$ cat config.mk
export PLATFORM = sky130hd
export DESIGN_NAME = websocket_frame_receiver
export DESIGN_NICKNAME = d
export VERILOG_FILES = /design/src/rtl/core/wsfr_pkg.sv /design/src/rtl/core/wsfr_frame_fsm.sv /design/src/rtl/core/wsfr_out_reg.sv /design/src/rtl/core/websocket_frame_receiver.sv
export VERILOG_INCLUDE_DIRS = /design/src /design/src/rtl/core
export SDC_FILE = /design/constraint.sdc
export NUM_CORES = 1
export LEC_CHECK = 0
export ABC_AREA = 1
export ABC_CLOCK_PERIOD_IN_PS = 4500
export BUFFER_PORTS_ARGS = -buffer_cell sky130_fd_sc_hd__buf_2
export CAP_MARGIN = 20
export CORE_UTILIZATION = 37
export CTS_BUF_LIST = sky130_fd_sc_hd__clkbuf_8 sky130_fd_sc_hd__clkbuf_16
export DETAILED_ROUTE_END_ITERATION = 7
export SYNTH_ARGS = -nofsm -noshare
export SYNTH_HDL_FRONTEND = slang
export SYNTH_HIERARCHICAL = 1
export SYNTH_SLANG_ARGS = --single-unit
$ cat constraint.sdc
create_clock -name clk -period 4.5 [get_ports clk]
set_input_delay 0.675 -clock clk [delete_from_list [all_inputs] [get_ports clk]]
set_output_delay 0.675 -clock clk [all_outputs]
set_load 0.02 [all_outputs]
$ cat src/rtl/core/websocket_frame_receiver_macros.svh
// Assertion macros shared by the frame receiver RTL.
// Uses the clk and rst_n names of the including module.
`ifndef WEBSOCKET_FRAME_RECEIVER_MACROS_SVH
`define WEBSOCKET_FRAME_RECEIVER_MACROS_SVH

// Consequent must hold in the same cycle as the antecedent.
`define WSFR_ASSERT_SAME(label, ante, cons, msg) \
  label: assert property (@(posedge clk) disable iff (!rst_n) (ante) |-> (cons)) \
    else $error(msg);

// Consequent must hold in the cycle after the antecedent.
`define WSFR_ASSERT_NEXT(label, ante, cons, msg) \
  label: assert property (@(posedge clk) disable iff (!rst_n) (ante) |=> (cons)) \
    else $error(msg);

`endif

$ cat src/rtl/core/wsfr_pkg.sv
// Shared types and constants of the WebSocket frame receiver.
// No dependencies; imported by every module of the block.
`default_nettype none

package wsfr_pkg;

  localparam logic [31:0] MAX_PAYLOAD_RST = 32'd1048576;

  localparam logic [1:0] KIND_DATA  = 2'd0;
  localparam logic [1:0] KIND_CTRL  = 2'd1;
  localparam logic [1:0] KIND_EMPTY = 2'd2;
  localparam logic [1:0] KIND_ERR   = 2'd3;

  localparam logic [1:0] REPLY_NONE  = 2'd0;
  localparam logic [1:0] REPLY_PONG  = 2'd1;
  localparam logic [1:0] REPLY_ECHO  = 2'd2;
  localparam logic [1:0] REPLY_CLOSE = 2'd3;

  localparam logic [1:0] ERR_NONE     = 2'd0;
  localparam logic [1:0] ERR_OVERSIZE = 2'd1;
  localparam logic [1:0] ERR_FRAGMENT = 2'd2;
  localparam logic [1:0] ERR_CONTROL  = 2'd3;

  localparam logic [3:0] OP_CONT  = 4'h0;
  localparam logic [3:0] OP_CLOSE = 4'h8;
  localparam logic [3:0] OP_PING  = 4'h9;
  localparam logic [3:0] OP_PONG  = 4'hA;

  localparam logic [6:0] LEN_EXT16 = 7'h7E;
  localparam logic [6:0] LEN_EXT64 = 7'h7F;

  typedef struct packed {
    logic [7:0] payload_byte;
    logic [1:0] kind;
    logic [3:0] opcode;
    logic [1:0] reply;
    logic [1:0] error_code;
    logic       last;
  } wsfr_result_t;

  typedef struct packed {
    logic         has_res;
    wsfr_result_t res;
  } wsfr_status_t;

endpackage

`default_nettype wire

$ cat src/rtl/core/wsfr_frame_fsm.sv
// Frame parser: header, extended length, mask key and payload state.
// Depends on wsfr_pkg and websocket_frame_receiver_macros.svh.
`default_nettype none
`include "websocket_frame_receiver_macros.svh"

module wsfr_frame_fsm (
  input  wire logic                 clk,
  input  wire logic                 rst_n,
  input  wire logic                 cfg_we,
  input  wire logic [31:0]          cfg_data,
  input  wire logic [7:0]           rx_byte,
  input  wire logic                 fire,
  output wsfr_pkg::wsfr_status_t    status
);
  import wsfr_pkg::*;

  typedef enum logic [2:0] {
    PH_HEAD0,
    PH_HEAD1,
    PH_EXTLEN,
    PH_MASK,
    PH_PAYLOAD,
    PH_CLOSED
  } phase_t;

  phase_t          phase_r, phase_nxt;
  logic [7:0]      frame_head_r, frame_head_nxt;
  logic            mask_present_r, mask_present_nxt;
  logic [2:0]      len_left_r, len_left_nxt;
  logic [63:0]     payload_left_r, payload_left_nxt;
  logic [3:0][7:0] mask_key_r, mask_key_nxt;
  logic [1:0]      mask_index_r, mask_index_nxt;
  logic            fragment_open_r, fragment_open_nxt;
  logic [3:0]      message_opcode_r, message_opcode_nxt;
  logic [31:0]     max_payload_r;
  wsfr_result_t    res;
  logic            has_res;

  always_comb begin
    logic [3:0] op;
    logic       fin;
    logic       len_done;
    logic       hdr_done;
    logic       final_byte;
    logic [7:0] key_byte;
    logic [7:0] data_byte;

    op                 = frame_head_r[3:0];
    fin                = frame_head_r[7];
    len_done           = 1'b0;
    hdr_done           = 1'b0;
    final_byte         = (payload_left_r == 64'd1);
    key_byte           = mask_present_r ? mask_key_r[2'd3 - mask_index_r] : 8'd0;
    data_byte          = rx_byte ^ key_byte;
    phase_nxt          = phase_r;
    frame_head_nxt     = frame_head_r;
    mask_present_nxt   = mask_present_r;
    len_left_nxt       = len_left_r;
    payload_left_nxt   = payload_left_r;
    mask_key_nxt       = mask_key_r;
    mask_index_nxt     = mask_index_r;
    fragment_open_nxt  = fragment_open_r;
    message_opcode_nxt = message_opcode_r;
    res                = '0;
    has_res            = 1'b0;

    case (phase_r)
      PH_HEAD0: begin
        frame_head_nxt = rx_byte;
        phase_nxt      = PH_HEAD1;
      end
      PH_HEAD1: begin
        mask_present_nxt = rx_byte[7];
        if (rx_byte[6:0] == LEN_EXT16 || rx_byte[6:0] == LEN_EXT64) begin
          len_left_nxt     = (rx_byte[6:0] == LEN_EXT16) ? 3'd1 : 3'd7;
          payload_left_nxt = 64'd0;
          phase_nxt        = PH_EXTLEN;
        end else begin
          payload_left_nxt = {57'd0, rx_byte[6:0]};
          len_done         = 1'b1;
        end
      end
      PH_EXTLEN: begin
        payload_left_nxt = {payload_left_r[55:0], rx_byte};
        if (len_left_r == 3'd0) begin
          len_done = 1'b1;
        end else begin
          len_left_nxt = len_left_r - 3'd1;
        end
      end
      PH_MASK: begin
        mask_key_nxt   = {mask_key_r[2:0], rx_byte};
        mask_index_nxt = mask_index_r + 2'd1;
        hdr_done       = (mask_index_r == 2'd3);
      end
      PH_PAYLOAD: begin
        mask_index_nxt   = mask_index_r + 2'd1;
        payload_left_nxt = payload_left_r - 64'd1;
        if (op[3]) begin
          if (final_byte) begin
            phase_nxt = PH_HEAD0;
          end
          if (op != OP_PONG) begin
            has_res          = 1'b1;
            res.payload_byte = data_byte;
            res.kind         = KIND_CTRL;
            res.opcode       = op;
            res.reply        = !final_byte ? REPLY_NONE :
                               (op == OP_PING) ? REPLY_PONG : REPLY_ECHO;
            res.last         = final_byte;
            if (final_byte && op == OP_CLOSE) begin
              phase_nxt = PH_CLOSED;
            end
          end
        end else begin
          has_res          = 1'b1;
          res.payload_byte = data_byte;
          res.kind         = KIND_DATA;
          res.opcode       = message_opcode_r;
          res.last         = final_byte && fin;
          if (final_byte) begin
            fragment_open_nxt = ~fin;
            phase_nxt         = PH_HEAD0;
          end
        end
      end
      PH_CLOSED: begin
        phase_nxt = PH_CLOSED;
      end
      default: begin
        phase_nxt = PH_CLOSED;
      end
    endcase

    if (len_done) begin
      if ((|payload_left_nxt[63:32]) || (payload_left_nxt[31:0] > max_payload_r)) begin
        has_res        = 1'b1;
        res.kind       = KIND_ERR;
        res.opcode     = op;
        res.reply      = REPLY_CLOSE;
        res.error_code = ERR_OVERSIZE;
        phase_nxt      = PH_CLOSED;
      end else if (mask_present_nxt) begin
        mask_index_nxt = 2'd0;
        mask_key_nxt   = '0;
        phase_nxt      = PH_MASK;
      end else begin
        hdr_done = 1'b1;
      end
    end

    if (hdr_done) begin
      if (op[3]) begin
        if (op != OP_CLOSE && op != OP_PING && op != OP_PONG) begin
          has_res        = 1'b1;
          res.kind       = KIND_ERR;
          res.opcode     = op;
          res.reply      = REPLY_CLOSE;
          res.error_code = ERR_CONTROL;
          phase_nxt      = PH_CLOSED;
        end else if (payload_left_nxt != 64'd0) begin
          phase_nxt = PH_PAYLOAD;
        end else begin
          phase_nxt = PH_HEAD0;
          if (op != OP_PONG) begin
            has_res    = 1'b1;
            res.kind   = KIND_EMPTY;
            res.opcode = op;
            res.reply  = (op == OP_PING) ? REPLY_PONG : REPLY_ECHO;
            res.last   = 1'b1;
            if (op == OP_CLOSE) begin
              phase_nxt = PH_CLOSED;
            end
          end
        end
      end else if (fragment_open_r == (op != OP_CONT)) begin
        has_res        = 1'b1;
        res.kind       = KIND_ERR;
        res.opcode     = op;
        res.reply      = REPLY_CLOSE;
        res.error_code = ERR_FRAGMENT;
        phase_nxt      = PH_CLOSED;
      end else begin
        if (!fragment_open_r) begin
          message_opcode_nxt = op;
        end
        if (payload_left_nxt != 64'd0) begin
          phase_nxt = PH_PAYLOAD;
        end else begin
          has_res           = 1'b1;
          res.kind          = KIND_EMPTY;
          res.opcode        = message_opcode_nxt;
          res.last          = fin;
          fragment_open_nxt = ~fin;
          phase_nxt         = PH_HEAD0;
        end
      end
    end

    if (phase_r == PH_CLOSED) begin
      has_res = 1'b0;
    end
  end

  assign status.has_res = has_res;
  assign status.res     = res;

  always_ff @(posedge clk) begin
    if (!rst_n) begin
      phase_r          <= PH_HEAD0;
      frame_head_r     <= 8'd0;
      mask_present_r   <= 1'b0;
      len_left_r       <= 3'd0;
      payload_left_r   <= 64'd0;
      mask_key_r       <= '0;
      mask_index_r     <= 2'd0;
      fragment_open_r  <= 1'b0;
      message_opcode_r <= 4'd0;
    end else if (fire) begin
      phase_r          <= phase_nxt;
      frame_head_r     <= frame_head_nxt;
      mask_present_r   <= mask_present_nxt;
      len_left_r       <= len_left_nxt;
      payload_left_r   <= payload_left_nxt;
      mask_key_r       <= mask_key_nxt;
      mask_index_r     <= mask_index_nxt;
      fragment_open_r  <= fragment_open_nxt;
      message_opcode_r <= message_opcode_nxt;
    end
  end

  always_ff @(posedge clk) begin
    if (!rst_n) begin
      max_payload_r <= MAX_PAYLOAD_RST;
    end else if (cfg_we) begin
      max_payload_r <= cfg_data;
    end
  end

  `WSFR_ASSERT_NEXT(a_closed_sticky, phase_r == PH_CLOSED, phase_r == PH_CLOSED,
                    "closed state was left before reset")
  `WSFR_ASSERT_SAME(a_closed_silent, phase_r == PH_CLOSED, !has_res,
                    "result produced while closed")
  `WSFR_ASSERT_SAME(a_bytes_in_payload,
                    has_res && (res.kind == KIND_DATA || res.kind == KIND_CTRL),
                    phase_r == PH_PAYLOAD, "payload item outside payload phase")
  `WSFR_ASSERT_NEXT(a_error_closes, fire && has_res && res.kind == KIND_ERR,
                    phase_r == PH_CLOSED, "error item did not close the receiver")
  `WSFR_ASSERT_NEXT(a_message_end, fire && has_res && res.kind == KIND_DATA && res.last,
                    !fragment_open_r, "message still open after its final item")

endmodule

`default_nettype wire

$ cat src/rtl/core/wsfr_out_reg.sv
// Result register of the frame receiver with its valid/stall handshake.
// Depends on wsfr_pkg for the result item type.
`default_nettype none

module wsfr_out_reg (
  input  wire logic                 clk,
  input  wire logic                 rst_n,
  input  wire logic                 load,
  input  wire wsfr_pkg::wsfr_result_t res_in,
  input  wire logic                 out_stall,
  output logic                      free,
  output logic                      out_valid,
  output logic [7:0]                out_payload_byte,
  output logic [1:0]                out_kind,
  output logic [3:0]                out_opcode,
  output logic [1:0]                out_reply,
  output logic [1:0]                out_error_code,
  output logic                      out_last
);
  import wsfr_pkg::*;

  logic         out_valid_r, out_valid_nxt;
  wsfr_result_t res_r;

  assign free          = !out_valid_r || !out_stall;
  assign out_valid_nxt = load || (out_valid_r && out_stall);

  always_ff @(posedge clk) begin
    if (!rst_n) begin
      out_valid_r <= 1'b0;
    end else begin
      out_valid_r <= out_valid_nxt;
    end
  end

  always_ff @(posedge clk) begin
    if (load) begin
      res_r <= res_in;
    end
  end

  assign out_valid        = out_valid_r;
  assign out_payload_byte = res_r.payload_byte;
  assign out_kind         = res_r.kind;
  assign out_opcode       = res_r.opcode;
  assign out_reply        = res_r.reply;
  assign out_error_code   = res_r.error_code;
  assign out_last         = res_r.last;

endmodule

`default_nettype wire

$ cat src/rtl/core/websocket_frame_receiver.sv
// Top level of the WebSocket frame receiver: input register, parser, result register.
// Depends on wsfr_pkg, wsfr_frame_fsm and wsfr_out_reg.
`default_nettype none

// Receives one byte of a WebSocket connection per item and sustains one item per
// clock unless out_stall holds a result: each byte is held in an input register and
// goes through the combinational parser logic into the result register. Header and
// mask key bytes produce no item but an error or empty-frame item where the header
// ends; an error or a close frame closes the receiver, ignoring every byte, until
// reset. The max_payload register is written through the cfg_ port, always ready.
module websocket_frame_receiver (
  input  wire logic        clk,
  input  wire logic        rst_n,
  input  wire logic        cfg_valid,
  output logic             cfg_ready,
  input  wire logic [31:0] cfg_max_payload,
  input  wire logic        in_valid,
  output logic             in_stall,
  input  wire logic [7:0]  in_rx_byte,
  output logic             out_valid,
  input  wire logic        out_stall,
  output logic [7:0]       out_payload_byte,
  output logic [1:0]       out_kind,
  output logic [3:0]       out_opcode,
  output logic [1:0]       out_reply,
  output logic [1:0]       out_error_code,
  output logic             out_last
);
  import wsfr_pkg::*;

  logic         s1_valid_r, s1_valid_nxt;
  logic [7:0]   s1_byte_r;
  logic         s1_adv;
  logic         in_take;
  logic         out_free;
  wsfr_status_t status;

  assign cfg_ready    = 1'b1;
  assign s1_adv       = s1_valid_r && (!status.has_res || out_free);
  assign in_stall     = s1_valid_r && !s1_adv;
  assign in_take      = in_valid && !in_stall;
  assign s1_valid_nxt = in_take || (s1_valid_r && !s1_adv);

  always_ff @(posedge clk) begin
    if (!rst_n) begin
      s1_valid_r <= 1'b0;
    end else begin
      s1_valid_r <= s1_valid_nxt;
    end
  end

  always_ff @(posedge clk) begin
    if (in_take) begin
      s1_byte_r <= in_rx_byte;
    end
  end

  wsfr_frame_fsm u_fsm (
    .clk      (clk),
    .rst_n    (rst_n),
    .cfg_we   (cfg_valid && cfg_ready),
    .cfg_data (cfg_max_payload),
    .rx_byte  (s1_byte_r),
    .fire     (s1_adv),
    .status   (status)
  );

  wsfr_out_reg u_out (
    .clk              (clk),
    .rst_n            (rst_n),
    .load             (s1_adv && status.has_res),
    .res_in           (status.res),
    .out_stall        (out_stall),
    .free             (out_free),
    .out_valid        (out_valid),
    .out_payload_byte (out_payload_byte),
    .out_kind         (out_kind),
    .out_opcode       (out_opcode),
    .out_reply        (out_reply),
    .out_error_code   (out_error_code),
    .out_last         (out_last)
  );

endmodule

`default_nettype wire
==> summary by stage <==
Status
The run finished, with violations left. The final reports fail on setup timing.

Floorplanning
The floorplan step defined a die boundary enclosing approximately 34000 sq um. 67 I/O pins were placed. For this configuration, the core starts out at a cell density of 37.7%. In this run the standard cell core region covers ~33000 sq um. The floorplan die height is roughly 180 um. The floorplan has 66 rows. From left edge to right edge, the die measures between 150 and 200 um.

Global routing
The first global-routing pass estimated a little under 70000 um of wire. The maximum number of pins on one net before global-route repair is 54. The number of antenna violations at the first check in global routing is 0. The via count of the first global-routing pass is roughly 12000. The global-route congestion overflow total is 0.

The total track usage is 25.4%. The met1 routing resource usage after global routing is a little over a third. For met3 alone, demand over resource in global routing was between 4 and 5%.

The met2 demand-to-capacity share in global routing is 40.6%. The global routing's busiest layer is met2.

Synthesis
After synthesis the netlist holds a flip-flop and latch count of between 150 and 200. In the post-synthesis netlist, the biggest area contributors are sky130_fd_sc_hd__dfxtp_1, sky130_fd_sc_hd__nand2_1, sky130_fd_sc_hd__inv_1. For this run, the leading register cell type out of synthesis is sky130_fd_sc_hd__dfxtp_1. The number of warnings reported in the yosys synthesis log is 6. Yosys mapped a number of flops with a built-in enable equal to 27. After synthesis, the share of flip-flops with an asynchronous set or reset is 0%. The synthesized netlist contains 47 unique library cells. The post-synth design cell area is ~12000 sq um. The number of instances in the synthesized netlist is just under 2000. Summing the sequential cell areas from Yosys gives 30.8% of the chip area. In this run the mean area of a mapped cell was 6.31 sq um. The post-synthesis cell type with the largest combined area is sky130_fd_sc_hd__dfxtp_1. The proportion of netlist area held by the largest area contributor is approximately a quarter. The number of nets produced by synthesis is 2032.

Worst hold path
The worst hold path begins at in_rx_byte[6]. Along the worst hold path, the cell count comes to 1. In this run the worst hold path is classified as in -> reg.

Power and ir drop
The static leakage is between 7 and 8 nW. The worst-case vdd ir drop is about 310 uV. In this run the power density over the cells is slightly above 300 nW/um^2.

Clocking
The CTS buffer count is 17. The clock tree from TritonCTS is yes. The clock tree buffer depth is 2. In this run the clock root is driven by a sky130_fd_sc_hd__clkbuf_16. At the later pin of the worst-skew pair, clock insertion delay measures 0.47 ns. The number of sinks handled by clock tree synthesis is 176. After clock tree synthesis, the clock-pin slew on the worst setup and hold paths is around 0.080 ns. The depth of the CTS H-tree is 4. Buffers inserted to repair hold after CTS numbered 0.

Final layout
Counting the fill cells in the layout gives 3332. The net count of the finished layout is ~2200. The final design area excluding fillers is approximately 16000 sq um. The number of diodes is 0. The area growth from synthesis to layout is 27.5%. In the final layout, the share of cells above drive strength 1 is 25.0%. In the final layout, flip-flops and latches occupy between 3000 and 4000 sq um. The area occupied by multi-input gates is 7550 sq um.

The post-layout utilization of the core is about half.

Timing
The pin slew with the least headroom to its limit is about 0.89 ns. The final worst-path cycle share is 101%. The final count of negative-setup-slack endpoints is 1. Final hold analysis gives a worst-case slack of approximately 0.38 ns. After layout, the worst setup slack is -0.0630 ns. The number of hold violations in the final report is 0. The tightest slew margin relative to the limit is about two fifths. The number of pins with negative max-slew slack in the final report is 0.

Static timing analysis puts the maximum clock frequency at 219 MHz. Setup repair after global routing could not meet its margin everywhere. The worst-case clock skew is 0.0204 ns. The routed design could run at a clock period as short as around 4.6 ns.

Run
The max capacitance violation total is 0.

Critical path
The worst setup path is of the reg -> out kind. The launch instance of the worst register-to-register path is u_fsm/payload_left_r[3]$_SDFFE_PN0P_. The first element of the critical path is u_fsm/payload_left_r[19]$_SDFFE_PN0P_.

The arrival time reported for the critical path endpoint is between 3 and 4 ns. The worst setup path is captured at an output port. The top fanout value on the critical path is 3.

The critical path launch point type is a register. The length in cells of the worst reg-to-reg path is 30. STA puts the critical path data required time at 3.83 ns.

Drt
The antenna violation net count after detailed routing is 0. The average detailed-routed wire length per instance is 16.7 um. The detailed router placed about 13000 vias in this run.

The residual DRC count is 0. The first TritonRoute pass finished after 6 iterations. The detailed router finished its first iteration with roughly 1100 violations. The detailed-route wire length is roughly 43000 um.

After detailed routing, the number of vias per cell comes to roughly 5.

Placed design
The wire-length estimate of the detail-placed layout is 32100 um. After detailed placement, the total cell area comes to about 14000 sq um. The count of buffers added on input and output ports is between 60 and 70.

The placer's final routability congestion estimate is 0.976.
## metal layers
layer  vias up  part of all wire (%)
met5         -                     0
met3        62                   6.1
met4         0                   2.3
met2       430                    45
met1      6082                    47
li1       6659                     -
## layout by cell type, fill, tap and decap left out, types with 4 or more instances in the layout
| cell | instances |
|---|---|
| sky130_fd_sc_hd__inv_4 | 4 |
| sky130_fd_sc_hd__buf_12 | 12 |
| sky130_fd_sc_hd__nand4_1 | 17 |
| sky130_fd_sc_hd__dfxtp_1 | 132 |
| sky130_fd_sc_hd__o211ai_2 | 29 |
| sky130_fd_sc_hd__nand2_4 | 10 |
| sky130_fd_sc_hd__nand2_1 | 340 |
| sky130_fd_sc_hd__nor2_2 | 43 |
| sky130_fd_sc_hd__o21ai_2 | 4 |
| sky130_fd_sc_hd__o21ai_0 | 149 |
| sky130_fd_sc_hd__inv_1 | 309 |
| sky130_fd_sc_hd__a21oi_1 | 212 |
| sky130_fd_sc_hd__ha_1 | 26 |
| sky130_fd_sc_hd__inv_6 | 5 |
| sky130_fd_sc_hd__ha_4 | 11 |
| sky130_fd_sc_hd__nand3_1 | 93 |
| sky130_fd_sc_hd__nand3_4 | 9 |
| sky130_fd_sc_hd__buf_6 | 12 |
| sky130_fd_sc_hd__nand2_2 | 37 |
| sky130_fd_sc_hd__dfxtp_2 | 10 |
| sky130_fd_sc_hd__a21oi_2 | 12 |
| sky130_fd_sc_hd__o21ai_1 | 15 |
| sky130_fd_sc_hd__a22oi_1 | 14 |
| sky130_fd_sc_hd__nor3_1 | 5 |
| sky130_fd_sc_hd__o211ai_1 | 10 |
| sky130_fd_sc_hd__nor2_4 | 32 |
| sky130_fd_sc_hd__dfxtp_4 | 7 |
| sky130_fd_sc_hd__edfxtp_1 | 27 |
| sky130_fd_sc_hd__inv_2 | 42 |
| sky130_fd_sc_hd__nand3_2 | 7 |
| sky130_fd_sc_hd__buf_4 | 142 |
| sky130_fd_sc_hd__o22ai_1 | 23 |
| sky130_fd_sc_hd__nor3_2 | 4 |
| sky130_fd_sc_hd__clkinv_1 | 5 |
| sky130_fd_sc_hd__o21bai_1 | 7 |
| sky130_fd_sc_hd__clkbuf_16 | 18 |
| sky130_fd_sc_hd__buf_2 | 64 |
| sky130_fd_sc_hd__nor2_1 | 195 |
## registers in the layout, summed over array words and instances, names as in the netlist, 3 cells and up
signal                  count
s1_byte_r                   8
u_fsm/frame_head_r          5
u_fsm/len_left_r            3
u_fsm/mask_key_r           32
u_fsm/max_payload_r        32
u_fsm/message_opcode_r      4
u_fsm/payload_left_r       64
u_fsm/phase_r               3
u_out/out_opcode            4
u_out/out_payload_byte      8
## critical path: stages, from the launching register on
cell	delay [ns]
sky130_fd_sc_hd__dfxtp_2	0.35
sky130_fd_sc_hd__buf_4	0.15
sky130_fd_sc_hd__nor2_4	0.18
sky130_fd_sc_hd__nand2_4	0.11
sky130_fd_sc_hd__nor2_4	0.18
sky130_fd_sc_hd__nand2_2	0.09
sky130_fd_sc_hd__buf_4	0.16
sky130_fd_sc_hd__nor2_2	0.14
sky130_fd_sc_hd__a21oi_1	0.08
sky130_fd_sc_hd__nand2_1	0.12
sky130_fd_sc_hd__ha_1	0.26
sky130_fd_sc_hd__nand4_1	0.11
sky130_fd_sc_hd__inv_2	0.07
sky130_fd_sc_hd__nand2_1	0.07
sky130_fd_sc_hd__o211ai_1	0.11
sky130_fd_sc_hd__a31oi_1	0.18
sky130_fd_sc_hd__buf_4	0.14
sky130_fd_sc_hd__nand2_1	0.07
sky130_fd_sc_hd__nand2_2	0.11
sky130_fd_sc_hd__nand3_2	0.09
sky130_fd_sc_hd__nand2_2	0.09
sky130_fd_sc_hd__o211ai_1	0.14
sky130_fd_sc_hd__nand3_2	0.13
sky130_fd_sc_hd__nand3_4	0.10
sky130_fd_sc_hd__inv_2	0.07
sky130_fd_sc_hd__buf_6	0.11
## final timing paths
check | to | slack (ns)
setup / recovery | in_stall | -0.06
hold / removal | s1_byte_r[6]$_DFFE_PP_ | 0.38
setup reg to reg | u_fsm/mask_key_r[27]$_SDFFE_PN0P_ | 0.12
hold reg to reg | u_fsm/max_payload_r[11]$_SDFFE_PN0P_ | 0.46
## synth_stat cells, types with 10 or more instances
| cell type | number |
|---|---|
| sky130_fd_sc_hd__nand2_2 | 12 |
| sky130_fd_sc_hd__nor2_2 | 14 |
| sky130_fd_sc_hd__nand2_1 | 373 |
| sky130_fd_sc_hd__a22oi_1 | 14 |
| sky130_fd_sc_hd__clkbuf_1 | 48 |
| sky130_fd_sc_hd__nand4_1 | 17 |
| sky130_fd_sc_hd__ha_1 | 37 |
| sky130_fd_sc_hd__edfxtp_1 | 27 |
| sky130_fd_sc_hd__nor2_1 | 246 |
| sky130_fd_sc_hd__inv_2 | 40 |
| sky130_fd_sc_hd__inv_1 | 315 |
| sky130_fd_sc_hd__o211ai_1 | 10 |
| sky130_fd_sc_hd__nor2_4 | 10 |
| sky130_fd_sc_hd__buf_2 | 12 |
| sky130_fd_sc_hd__nand3_1 | 103 |
| sky130_fd_sc_hd__o211ai_2 | 29 |
| sky130_fd_sc_hd__a21oi_1 | 222 |
| sky130_fd_sc_hd__dfxtp_1 | 149 |
| sky130_fd_sc_hd__o21ai_0 | 161 |
| sky130_fd_sc_hd__o22ai_1 | 23 |
## area by class of cell
class                   instances  area share (%)
multi-input cells            1337            48.1
flip-flops and latches        176            24.4
repair buffers                232            11.6
inverters                     360            8.71
well taps                     442            3.53
clock buffers                  17            2.71
clock inverters                15           0.917
## where the power goes
part | leakage [nW] | switching (mW) | internal, mW
clock | 0.281 | 0.742 | 0.733
sequential | 1.49 | 0.0878 | 1.67
combinational | 5.71 | 0.956 | 0.552
## cell families after synthesis
family	count (synthesis)	share of synthesized area, %
DFF	176	30.8
other	1	0.0305
buffers and inverters	437	13.9
and+or+nand+nor	806	28.3
adders and majority gates	37	3.76
AOI/OAI and AO/OA	489	22.9
xor gates and xnor gates	4	0.285
## per-stage QoR
stage	setup TNS, ns	power [mW]	setup slack, ns	cells
final	-0.0630	4.74	-0.0630	2579
after global routing	-3.29	4.99	-0.239	2579
after CTS	0	4.64	0.00219	2550
after detailed placement	-3.68	3.02	-0.174	2494
after global placement	0	3.02	0.00926	2494
after floorplan	0	2.56	0.112	1950
## repair_timing
item                                    in CTS  in global routing
gates resized for setup                    126                107
cloned                                       1                  1
endpoints found under the setup margin      72                108
pin swaps                                   46                 52
buffers inserted                            23                 28
hold endpoints to repair                     0                  0
No activity file was read; power rests on OpenSTA's default activity.
